### src/blps_pkg.sv
// Shared types and constants of the buzzer / LED pattern sequencer.
// No dependencies; used by every module in src.
package blps_pkg;

    localparam int TIME_WIDTH_DEF = 16;
    localparam int REG_WIDTH      = 16;
    localparam int CNT_WIDTH      = 4;
    localparam int IDX_WIDTH      = 4;

    // Register indexes
    localparam logic [IDX_WIDTH-1:0] REG_HIGH_TONE  = 4'd0;
    localparam logic [IDX_WIDTH-1:0] REG_LOW_TONE   = 4'd1;
    localparam logic [IDX_WIDTH-1:0] REG_BEEP_ON    = 4'd2;
    localparam logic [IDX_WIDTH-1:0] REG_BEEP_GAP   = 4'd3;
    localparam logic [IDX_WIDTH-1:0] REG_GROUP_GAP  = 4'd4;
    localparam logic [IDX_WIDTH-1:0] REG_BEEPS      = 4'd5;
    localparam logic [IDX_WIDTH-1:0] REG_ONESHOT    = 4'd6;
    localparam logic [IDX_WIDTH-1:0] REG_BLINK      = 4'd7;

    // Reset values
    localparam logic [REG_WIDTH-1:0] HIGH_TONE_RST = 16'd667;
    localparam logic [REG_WIDTH-1:0] LOW_TONE_RST  = 16'd3333;
    localparam logic [REG_WIDTH-1:0] BEEP_ON_RST   = 16'd100;
    localparam logic [REG_WIDTH-1:0] BEEP_GAP_RST  = 16'd100;
    localparam logic [REG_WIDTH-1:0] GROUP_GAP_RST = 16'd500;
    localparam logic [CNT_WIDTH-1:0] BEEPS_RST     = 4'd3;
    localparam logic [REG_WIDTH-1:0] ONESHOT_RST   = 16'd1000;
    localparam logic [REG_WIDTH-1:0] BLINK_RST     = 16'd500;

    typedef struct packed {
        logic [REG_WIDTH-1:0] high_tone_period;
        logic [REG_WIDTH-1:0] low_tone_period;
        logic [REG_WIDTH-1:0] beep_on_time;
        logic [REG_WIDTH-1:0] beep_gap_time;
        logic [REG_WIDTH-1:0] group_gap_time;
        logic [CNT_WIDTH-1:0] beeps_per_group;
        logic [REG_WIDTH-1:0] oneshot_time;
        logic [REG_WIDTH-1:0] blink_time;
    } t_cfg;

    typedef struct packed {
        logic                 buzzer_on;
        logic [REG_WIDTH-1:0] tone_period;
        logic                 request_done;
    } t_buz_res;

endpackage

### src/blps_cfg.sv
// Configuration register file of the sequencer.
// Depends on blps_pkg.
module blps_cfg
    import blps_pkg::*;
(
    input  logic                 i_clk,
    input  logic                 i_rst_n,
    input  logic                 i_cfg_we,
    input  logic [IDX_WIDTH-1:0] i_cfg_index,
    input  logic [REG_WIDTH-1:0] i_cfg_data,
    output t_cfg                 o_cfg
);

    t_cfg r_cfg;

    always_ff @(posedge i_clk) begin
        if (!i_rst_n) begin
            r_cfg.high_tone_period <= HIGH_TONE_RST;
            r_cfg.low_tone_period  <= LOW_TONE_RST;
            r_cfg.beep_on_time     <= BEEP_ON_RST;
            r_cfg.beep_gap_time    <= BEEP_GAP_RST;
            r_cfg.group_gap_time   <= GROUP_GAP_RST;
            r_cfg.beeps_per_group  <= BEEPS_RST;
            r_cfg.oneshot_time     <= ONESHOT_RST;
            r_cfg.blink_time       <= BLINK_RST;
        end else if (i_cfg_we) begin
            case (i_cfg_index)
                REG_HIGH_TONE: r_cfg.high_tone_period <= i_cfg_data;
                REG_LOW_TONE:  r_cfg.low_tone_period  <= i_cfg_data;
                REG_BEEP_ON:   r_cfg.beep_on_time     <= i_cfg_data;
                REG_BEEP_GAP:  r_cfg.beep_gap_time    <= i_cfg_data;
                REG_GROUP_GAP: r_cfg.group_gap_time   <= i_cfg_data;
                REG_BEEPS:     r_cfg.beeps_per_group  <= i_cfg_data[CNT_WIDTH-1:0];
                REG_ONESHOT:   r_cfg.oneshot_time     <= i_cfg_data;
                REG_BLINK:     r_cfg.blink_time       <= i_cfg_data;
                default: ;
            endcase
        end
    end

    assign o_cfg = r_cfg;

endmodule

### src/blps_buzzer.sv
// Buzzer sequencing: warning beep groups and one-shot beep/bop tones.
// Depends on blps_pkg. State advances on each accepted tick.
module blps_buzzer
    import blps_pkg::*;
#(
    parameter int TIME_WIDTH = TIME_WIDTH_DEF
) (
    input  logic     i_clk,
    input  logic     i_rst_n,
    input  logic     i_adv,
    input  logic     i_warning_active,
    input  logic     i_beep_request,
    input  logic     i_bop_request,
    input  t_cfg     i_cfg,
    output t_buz_res o_res
);

    localparam int CW = (TIME_WIDTH > REG_WIDTH) ? TIME_WIDTH : REG_WIDTH;
    localparam logic [TIME_WIDTH-1:0] TMAX = {TIME_WIDTH{1'b1}};

    logic                  r_warn_run, n_warn_run;
    logic                  r_in_beep, n_in_beep;
    logic [CNT_WIDTH-1:0]  r_beeps_done, n_beeps_done;
    logic [TIME_WIDTH-1:0] r_phase_el, n_phase_el;
    logic                  r_os_run, n_os_run;
    logic [TIME_WIDTH-1:0] r_os_el, n_os_el;
    logic                  r_beep_pend, n_beep_pend;
    logic                  r_bop_pend, n_bop_pend;
    logic [REG_WIDTH-1:0]  r_period, n_period;
    logic                  r_pwm, n_pwm;
    logic                  n_done;

    logic [TIME_WIDTH-1:0] phase_inc, os_inc;
    logic [REG_WIDTH-1:0]  dur;

    assign phase_inc = (r_phase_el == TMAX) ? TMAX : r_phase_el + 1'b1;

    always_comb begin
        n_warn_run   = r_warn_run;
        n_in_beep    = r_in_beep;
        n_beeps_done = r_beeps_done;
        n_phase_el   = r_phase_el;
        n_os_run     = r_os_run;
        n_os_el      = r_os_el;
        n_beep_pend  = r_beep_pend | i_beep_request;
        n_bop_pend   = r_bop_pend | i_bop_request;
        n_period     = r_period;
        n_pwm        = r_pwm;
        n_done       = 1'b0;
        os_inc       = '0;

        if (r_in_beep)
            dur = i_cfg.beep_on_time;
        else if (r_beeps_done < i_cfg.beeps_per_group)
            dur = i_cfg.beep_gap_time;
        else
            dur = i_cfg.group_gap_time;

        if (i_warning_active) begin
            if (!r_warn_run) begin
                n_period     = i_cfg.high_tone_period;
                n_pwm        = 1'b1;
                n_warn_run   = 1'b1;
                n_phase_el   = '0;
                n_beeps_done = '0;
                n_in_beep    = 1'b1;
            end else if (CW'(phase_inc) >= CW'(dur)) begin
                n_phase_el = '0;
                if (r_in_beep) begin
                    n_pwm        = 1'b0;
                    n_beeps_done = r_beeps_done + 1'b1;
                    n_in_beep    = 1'b0;
                end else begin
                    if (r_beeps_done >= i_cfg.beeps_per_group)
                        n_beeps_done = '0;
                    n_pwm     = 1'b1;
                    n_in_beep = 1'b1;
                end
            end else begin
                n_phase_el = phase_inc;
            end
        end else begin
            // leaving warning restarts any one-shot in progress from zero
            if (r_warn_run) begin
                n_warn_run   = 1'b0;
                n_os_run     = 1'b0;
                n_os_el      = '0;
                n_beeps_done = '0;
                n_in_beep    = 1'b0;
                n_pwm        = 1'b0;
            end
            if (n_beep_pend || n_bop_pend) begin
                if (!n_os_run) begin
                    n_os_run = 1'b1;
                    n_os_el  = '0;
                    n_period = n_beep_pend ? i_cfg.high_tone_period
                                           : i_cfg.low_tone_period;
                    n_pwm    = 1'b1;
                end else begin
                    os_inc = (r_os_el == TMAX) ? TMAX : r_os_el + 1'b1;
                    if (CW'(os_inc) > CW'(i_cfg.oneshot_time)) begin
                        n_os_run    = 1'b0;
                        n_os_el     = '0;
                        n_beep_pend = 1'b0;
                        n_bop_pend  = 1'b0;
                        n_pwm       = 1'b0;
                        n_done      = 1'b1;
                    end else begin
                        n_os_el = os_inc;
                    end
                end
            end
        end
    end

    always_ff @(posedge i_clk) begin
        if (!i_rst_n) begin
            r_warn_run   <= 1'b0;
            r_in_beep    <= 1'b0;
            r_beeps_done <= '0;
            r_phase_el   <= '0;
            r_os_run     <= 1'b0;
            r_os_el      <= '0;
            r_beep_pend  <= 1'b0;
            r_bop_pend   <= 1'b0;
            r_period     <= HIGH_TONE_RST;
            r_pwm        <= 1'b0;
        end else if (i_adv) begin
            r_warn_run   <= n_warn_run;
            r_in_beep    <= n_in_beep;
            r_beeps_done <= n_beeps_done;
            r_phase_el   <= n_phase_el;
            r_os_run     <= n_os_run;
            r_os_el      <= n_os_el;
            r_beep_pend  <= n_beep_pend;
            r_bop_pend   <= n_bop_pend;
            r_period     <= n_period;
            r_pwm        <= n_pwm;
        end
    end

    assign o_res.buzzer_on    = n_pwm;
    assign o_res.tone_period  = n_period;
    assign o_res.request_done = n_done;

endmodule

### src/blps_led.sv
// Status LED: blinks while scanning, else follows tag approval.
// Depends on blps_pkg.
module blps_led
    import blps_pkg::*;
#(
    parameter int TIME_WIDTH = TIME_WIDTH_DEF
) (
    input  logic                 i_clk,
    input  logic                 i_rst_n,
    input  logic                 i_adv,
    input  logic                 i_scan_active,
    input  logic                 i_tag_approved,
    input  logic [REG_WIDTH-1:0] i_blink_time,
    output logic                 o_led_next
);

    localparam int CW = (TIME_WIDTH > REG_WIDTH) ? TIME_WIDTH : REG_WIDTH;
    localparam logic [TIME_WIDTH-1:0] TMAX = {TIME_WIDTH{1'b1}};

    logic                  r_armed, n_armed;
    logic [TIME_WIDTH-1:0] r_elapsed, n_elapsed;
    logic                  r_led, n_led;
    logic [TIME_WIDTH-1:0] el_inc;

    assign el_inc = (r_elapsed == TMAX) ? TMAX : r_elapsed + 1'b1;

    always_comb begin
        n_armed   = r_armed;
        n_elapsed = r_elapsed;
        n_led     = r_led;
        if (i_scan_active) begin
            if (!r_armed) begin
                n_armed   = 1'b1;
                n_elapsed = '0;
            end else if (CW'(el_inc) >= CW'(i_blink_time)) begin
                n_armed   = 1'b0;
                n_elapsed = '0;
                n_led     = !r_led;
            end else begin
                n_elapsed = el_inc;
            end
        end else begin
            // blink timer is held while not scanning; the LED follows tag approval
            n_led = i_tag_approved;
        end
    end

    always_ff @(posedge i_clk) begin
        if (!i_rst_n) begin
            r_armed   <= 1'b0;
            r_elapsed <= '0;
            r_led     <= 1'b0;
        end else if (i_adv) begin
            r_armed   <= n_armed;
            r_elapsed <= n_elapsed;
            r_led     <= n_led;
        end
    end

    assign o_led_next = n_led;

endmodule

### src/buzzer_led_pattern_sequencer_top.sv
// Buzzer and status LED pattern sequencer, one input transfer per millisecond tick.
// Each accepted tick produces exactly one result in the following cycle. The sequencing state
// and the result register update together on the accepting edge. A new tick is accepted
// in every cycle in which the result register is empty or its result transfers on the
// same edge, so ticks run back to back; the input stalls only while a result is held
// by the output stall. Elapsed counters are TIME_WIDTH bits and saturate. Registers
// are written through the plain write port; the user writes them only while idle, which the block does not enforce.
// Depends on blps_pkg, blps_cfg, blps_buzzer and blps_led.
module buzzer_led_pattern_sequencer_top
    import blps_pkg::*;
#(
    parameter int TIME_WIDTH = TIME_WIDTH_DEF
) (
    input  logic                 i_clk,
    input  logic                 i_rst_n,
    input  logic                 i_cfg_we,
    input  logic [IDX_WIDTH-1:0] i_cfg_index,
    input  logic [REG_WIDTH-1:0] i_cfg_data,
    input  logic                 i_in_valid,
    output logic                 o_in_stall,
    input  logic                 i_warning_active,
    input  logic                 i_beep_request,
    input  logic                 i_bop_request,
    input  logic                 i_scan_active,
    input  logic                 i_tag_approved,
    output logic                 o_out_valid,
    input  logic                 i_out_stall,
    output logic                 o_buzzer_on,
    output logic [15:0]          o_tone_period,
    output logic [14:0]          o_tone_compare,
    output logic                 o_status_led,
    output logic                 o_request_done
);

    t_cfg     cfg;
    t_buz_res buz_res;
    logic     led_next;
    logic     adv;

    logic                 r_out_valid;
    t_buz_res             r_buz;
    logic                 r_led;

    assign o_in_stall = r_out_valid & i_out_stall;
    assign adv        = i_in_valid & !o_in_stall;

    blps_cfg u_cfg (
        .i_clk       (i_clk),
        .i_rst_n     (i_rst_n),
        .i_cfg_we    (i_cfg_we),
        .i_cfg_index (i_cfg_index),
        .i_cfg_data  (i_cfg_data),
        .o_cfg       (cfg)
    );

    blps_buzzer #(.TIME_WIDTH(TIME_WIDTH)) u_buzzer (
        .i_clk            (i_clk),
        .i_rst_n          (i_rst_n),
        .i_adv            (adv),
        .i_warning_active (i_warning_active),
        .i_beep_request   (i_beep_request),
        .i_bop_request    (i_bop_request),
        .i_cfg            (cfg),
        .o_res            (buz_res)
    );

    blps_led #(.TIME_WIDTH(TIME_WIDTH)) u_led (
        .i_clk          (i_clk),
        .i_rst_n        (i_rst_n),
        .i_adv          (adv),
        .i_scan_active  (i_scan_active),
        .i_tag_approved (i_tag_approved),
        .i_blink_time   (cfg.blink_time),
        .o_led_next     (led_next)
    );

    always_ff @(posedge i_clk) begin
        if (!i_rst_n) begin
            r_out_valid <= 1'b0;
        end else if (adv) begin
            r_out_valid <= 1'b1;
        end else if (!i_out_stall) begin
            r_out_valid <= 1'b0;
        end
    end

    always_ff @(posedge i_clk) begin
        if (adv) begin
            r_buz <= buz_res;
            r_led <= led_next;
        end
    end

    assign o_out_valid    = r_out_valid;
    assign o_buzzer_on    = r_buz.buzzer_on;
    assign o_tone_period  = r_buz.tone_period;
    assign o_tone_compare = r_buz.tone_period[REG_WIDTH-1:1];
    assign o_status_led   = r_led;
    assign o_request_done = r_buz.request_done;

endmodule
### config.mk
export PLATFORM = sky130hd
export DESIGN_NAME = buzzer_led_pattern_sequencer_top
export DESIGN_NICKNAME = d
export VERILOG_FILES = /design/src/blps_pkg.sv /design/src/blps_cfg.sv /design/src/blps_buzzer.sv /design/src/blps_led.sv /design/src/buzzer_led_pattern_sequencer_top.sv
export SDC_FILE = /design/constraint.sdc
export NUM_CORES = 1
export LEC_CHECK = 0
export ABC_AREA = 1
export BUFFER_PORTS_ARGS = -buffer_cell sky130_fd_sc_hd__buf_2
export CAP_MARGIN = 20
export CORE_ASPECT_RATIO = 0.9
export CORE_MARGIN = 4
export CORE_UTILIZATION = 60
export DETAILED_ROUTE_END_ITERATION = 8
export PLACE_DENSITY = 0.79
export SLEW_MARGIN = 15
export SYNTH_ARGS = -nofsm -noshare
export SYNTH_HDL_FRONTEND = slang
export SYNTH_SLANG_ARGS = --single-unit
### constraint.sdc
create_clock -name i_clk -period 5.1 [get_ports i_clk]
set_input_delay 0.765 -clock i_clk [delete_from_list [all_inputs] [get_ports i_clk]]
set_output_delay 0.765 -clock i_clk [all_outputs]
set_load 0.03 [all_outputs]
==> impl_metrics.tcl <==
set metrics [dict create \
    reg2reg_depth 21 \
    synth_largest_type_area_fraction_pct 34.5 \
    met2_usage_pct 43.1 \
    postSynthNetCount 1637 \
    gr-usage-met3_pct 4.05 \
    worstSetupStartpointType "flip-flop" \
    timing_worst_slew_pin_value_ns 0.912 \
    first_element_of_the_critical_path "u_cfg.o_cfg[33]" \
    ys_async_sr_fraction_pct 0 \
    detail_route.vias_per_cell 5.52 \
    most_common_cell_in_the_synthesized_netlist "nand2_1" \
    place.detailed.instances 1787 \
    syn-instance-count 1551 \
    rsz0062_at_grt "no" \
    dr.first_iter.drc_count 819 \
    crit-reg2reg-launch "u_cfg.o_cfg[33]" \
    min_delay_path_depth 2 \
    global_route.overflow_total 0 \
    timing.setup.critical_path_class "flip-flop to flip-flop" \
    tritoncts_buffers 23 \
    routed-via-count 10100 \
    cts-resized-gates 0 \
    number_of_enable_type_register_cells_in_the_synthesized_netlist 19 \
    final_min_period_over_clock_period_pct 75.1 \
    hold_path_startpoint "u_cfg.o_cfg[3]" \
    areaGrowthSynthToFinish_pct 9.69 \
    cts_max_path_buffers 3 \
    grt_antenna_before_repair 2 \
    final-instance-count-excl-fill 1831 \
    drt-wirelength-per-cell_microns 15.0 \
    placement.setup.worst_slack_ns 1.39 \
    end_kind "flip-flop" \
    cts_tree "yes" \
    route.antenna.remaining_nets 0 \
    numPortBuffers 65 \
    min_path_type "flip-flop to flip-flop" \
    initial_core_util_pct 61.0 \
    path_clk_slew_ns 0.06 \
    post_cts_buffers 0 \
    core-area_sq_um 18300 \
    run_status "completed" \
    drc_errors 0 \
    synth_top_cells_by_area "dfxtp_1 35%, nand2_1 11%, a21oi_1 7.0%, o21ai_0 6.9%, ha_1 6.3%" \
    hold-worst-slack_ns 0.460 \
    ys_seq_elements 212 \
    multiInputGateArea_sq_um 5640 \
    critPathRequiredTime_ns 5.52 \
    drt-total-wl_mm 27.5 \
    setup_viol 0 \
    number_of_global_route_vias_before_repair 9209 \
    synthFlopType "dfxtp_1" \
    critical_path_peak_fanout 20 \
    min_period_ns 3.83 \
    fp.dieH_microns 138 \
    clock_tree.htree_level_count 1 \
    ys_types 48 \
    final.setup_skew_ns 0.00590 \
    post-route-cell-area_sq_um 12300 \
    grt.met1_usage_pct 35.6 \
    row_count 47 \
    overall_die_area_sq_um 20900 \
    most_crowded_layer_gr "met2" \
    yosys_warnings 0 \
    postLayoutCoreUtil_pct 66.9 \
    floorplan.die.width_microns 152 \
    cts_num_sinks 212 \
    filler_instances 1607 \
    cap_violations 0 \
    sequential_fraction_of_the_synthesis_area_pct 39.6 \
    report.final.slew_viol_count 0 \
    grt_usage_pct 26.1 \
    power-per-cell-area_nw_per_um2 319 \
    hpwlAfterDp_mm 18.2 \
    power.total_mw 3.92 \
    post-route-worst-setup-slack_ns 1.27 \
    final-seq-area_sq_um 4430 \
    mappedNetlistArea_sq_um 11200 \
    cp_data_arrival_time_ns 4.26 \
    grt_start_max_net_pins 125 \
    maxSlewHeadroom_pct 38.7 \
    drt_pass1_iterations 7 \
    placed_instance_area_sq_um 11500 \
    cts_hold_buf 0 \
    static-leakage-power_nw 5.45 \
    cts_root_buffer "clkbuf_16" \
    ios 66 \
    timing.final.hold_violations 0 \
    vdd.ir_drop.worst_v 0.000239 \
    achievable-frequency_ghz 0.261 \
    skew_pair_late_insertion_delay_ns 0.51 \
    final_layout_size_suffix_gt1_share_pct 11.0 \
    place.gp.congestion 0.892 \
    grt_pass1_wl_mm 45.6 \
    yosysTopAreaCell "dfxtp_1" \
    ys_top_cells_by_count "325 x nand2_1, 193 x dfxtp_1, 170 x inv_1, 156 x a21oi_1, 155 x o21ai_0" \
    fin_tns_setup_ns 0 \
    synth_area_per_cell_sq_um 7.22 \
    finalNetCount 1654 \
]
## report_power, final
part / internal [mW] / switching, mW
Clock: 1.06 / 0.690
Sequential: 1.74 / 0.0260
Combinational: 0.115 / 0.292
Total: 2.91 / 1.01
## critical path, cell delays in order (launching register included)
cell and delay, ns:
dfxtp_1 0.31, inv_1 0.05, ha_1 0.29, inv_1 0.07, nor2_1 0.04, o21ai_0 0.11
and2_1 0.41, inv_1 0.42, o211ai_1 0.27, o21ai_0 0.12, ha_1 0.31, nand2_1 0.07
nand3b_1 0.07, nand2_1 0.06, nand2_1 0.04, nand2_1 0.05, nand2_1 0.07, nand2_1 0.11
nand3_2 0.15, nor2_4 0.36, o21ai_0 0.18, a21oi_1 0.18
## flip-flops by register name, summed over array words and instances, names as in the netlist
name	cells
o_buzzer_on	1
o_out_valid	1
o_request_done	1
o_status_led	1
o_tone_period	16
u_buzzer.r_beep_pend	1
u_buzzer.r_beeps_done	4
u_buzzer.r_bop_pend	1
u_buzzer.r_in_beep	1
u_buzzer.r_os_el	16
u_buzzer.r_os_run	1
u_buzzer.r_period	16
u_buzzer.r_phase_el	16
u_buzzer.r_pwm	1
u_buzzer.r_warn_run	1
u_cfg.o_cfg	116
u_led.r_armed	1
u_led.r_elapsed	16
u_led.r_led	1
## placed cells by master, fill, tap and decap left out, types with 5 or more instances in the layout
cell | netlist | layout
o221ai_1 | 11 | 11
nor2_4 | 7 | 7
o22ai_1 | 5 | 5
o21ai_0 | 155 | 155
buf_4 | 16 | 7
clkbuf_16 | 0 | 23
a21oi_1 | 156 | 156
ha_1 | 56 | 56
buf_2 | 12 | 65
dfxtp_1 | 193 | 193
xor2_1 | 13 | 13
inv_1 | 170 | 170
nor2_1 | 149 | 149
nor2_2 | 5 | 5
clkinv_2 | 0 | 6
nand3_1 | 77 | 77
nand2_1 | 325 | 325
nor3_1 | 13 | 13
nand3_2 | 17 | 17
o211ai_1 | 21 | 21
nand2_2 | 7 | 7
nand4_1 | 11 | 11
edfxtp_1 | 19 | 19
inv_2 | 13 | 14
## cell type report
class / count / area share [%]
tap: 245 / 2.50
sequential: 212 / 36.1
antenna: 2 / 0.0408
clock inverter: 15 / 1.47
inverter: 186 / 5.69
timing repair buffer: 73 / 3.30
multi-input combinational: 1072 / 45.9
clock buffer: 26 / 4.94
## kinds of logic (layout without fill, tap and decap cells)
kind of cell / after synthesis / after routing / share of synthesized area, %
AO/OA/AOI/OAI: 363 / 363 / 17.4
XOR/XNOR: 16 / 16 / 1.25
adder cells (fa/ha/maj): 56 / 56 / 6.26
buffers and inverters: 267 / 300 / 9.98
flip-flops: 212 / 212 / 39.6
other: 0 / 2 / 0
AND/OR/NAND/NOR: 637 / 637 / 25.5
## worst paths after layout
path,end,slack [ns]
max reg2reg,u_buzzer.r_phase_el[0],1.27
min,u_cfg.o_cfg[3],0.46
max,u_buzzer.r_phase_el[0],1.27
min reg2reg,u_cfg.o_cfg[3],0.46
## per-layer routing
metal  vias up  share of wire (%)
li1       5129                  -
met1      4595                 45
met2       319                 46
met3        64                6.6
met4         0                2.8
met5         -                  0
No activity file was read; power rests on OpenSTA's default activity.
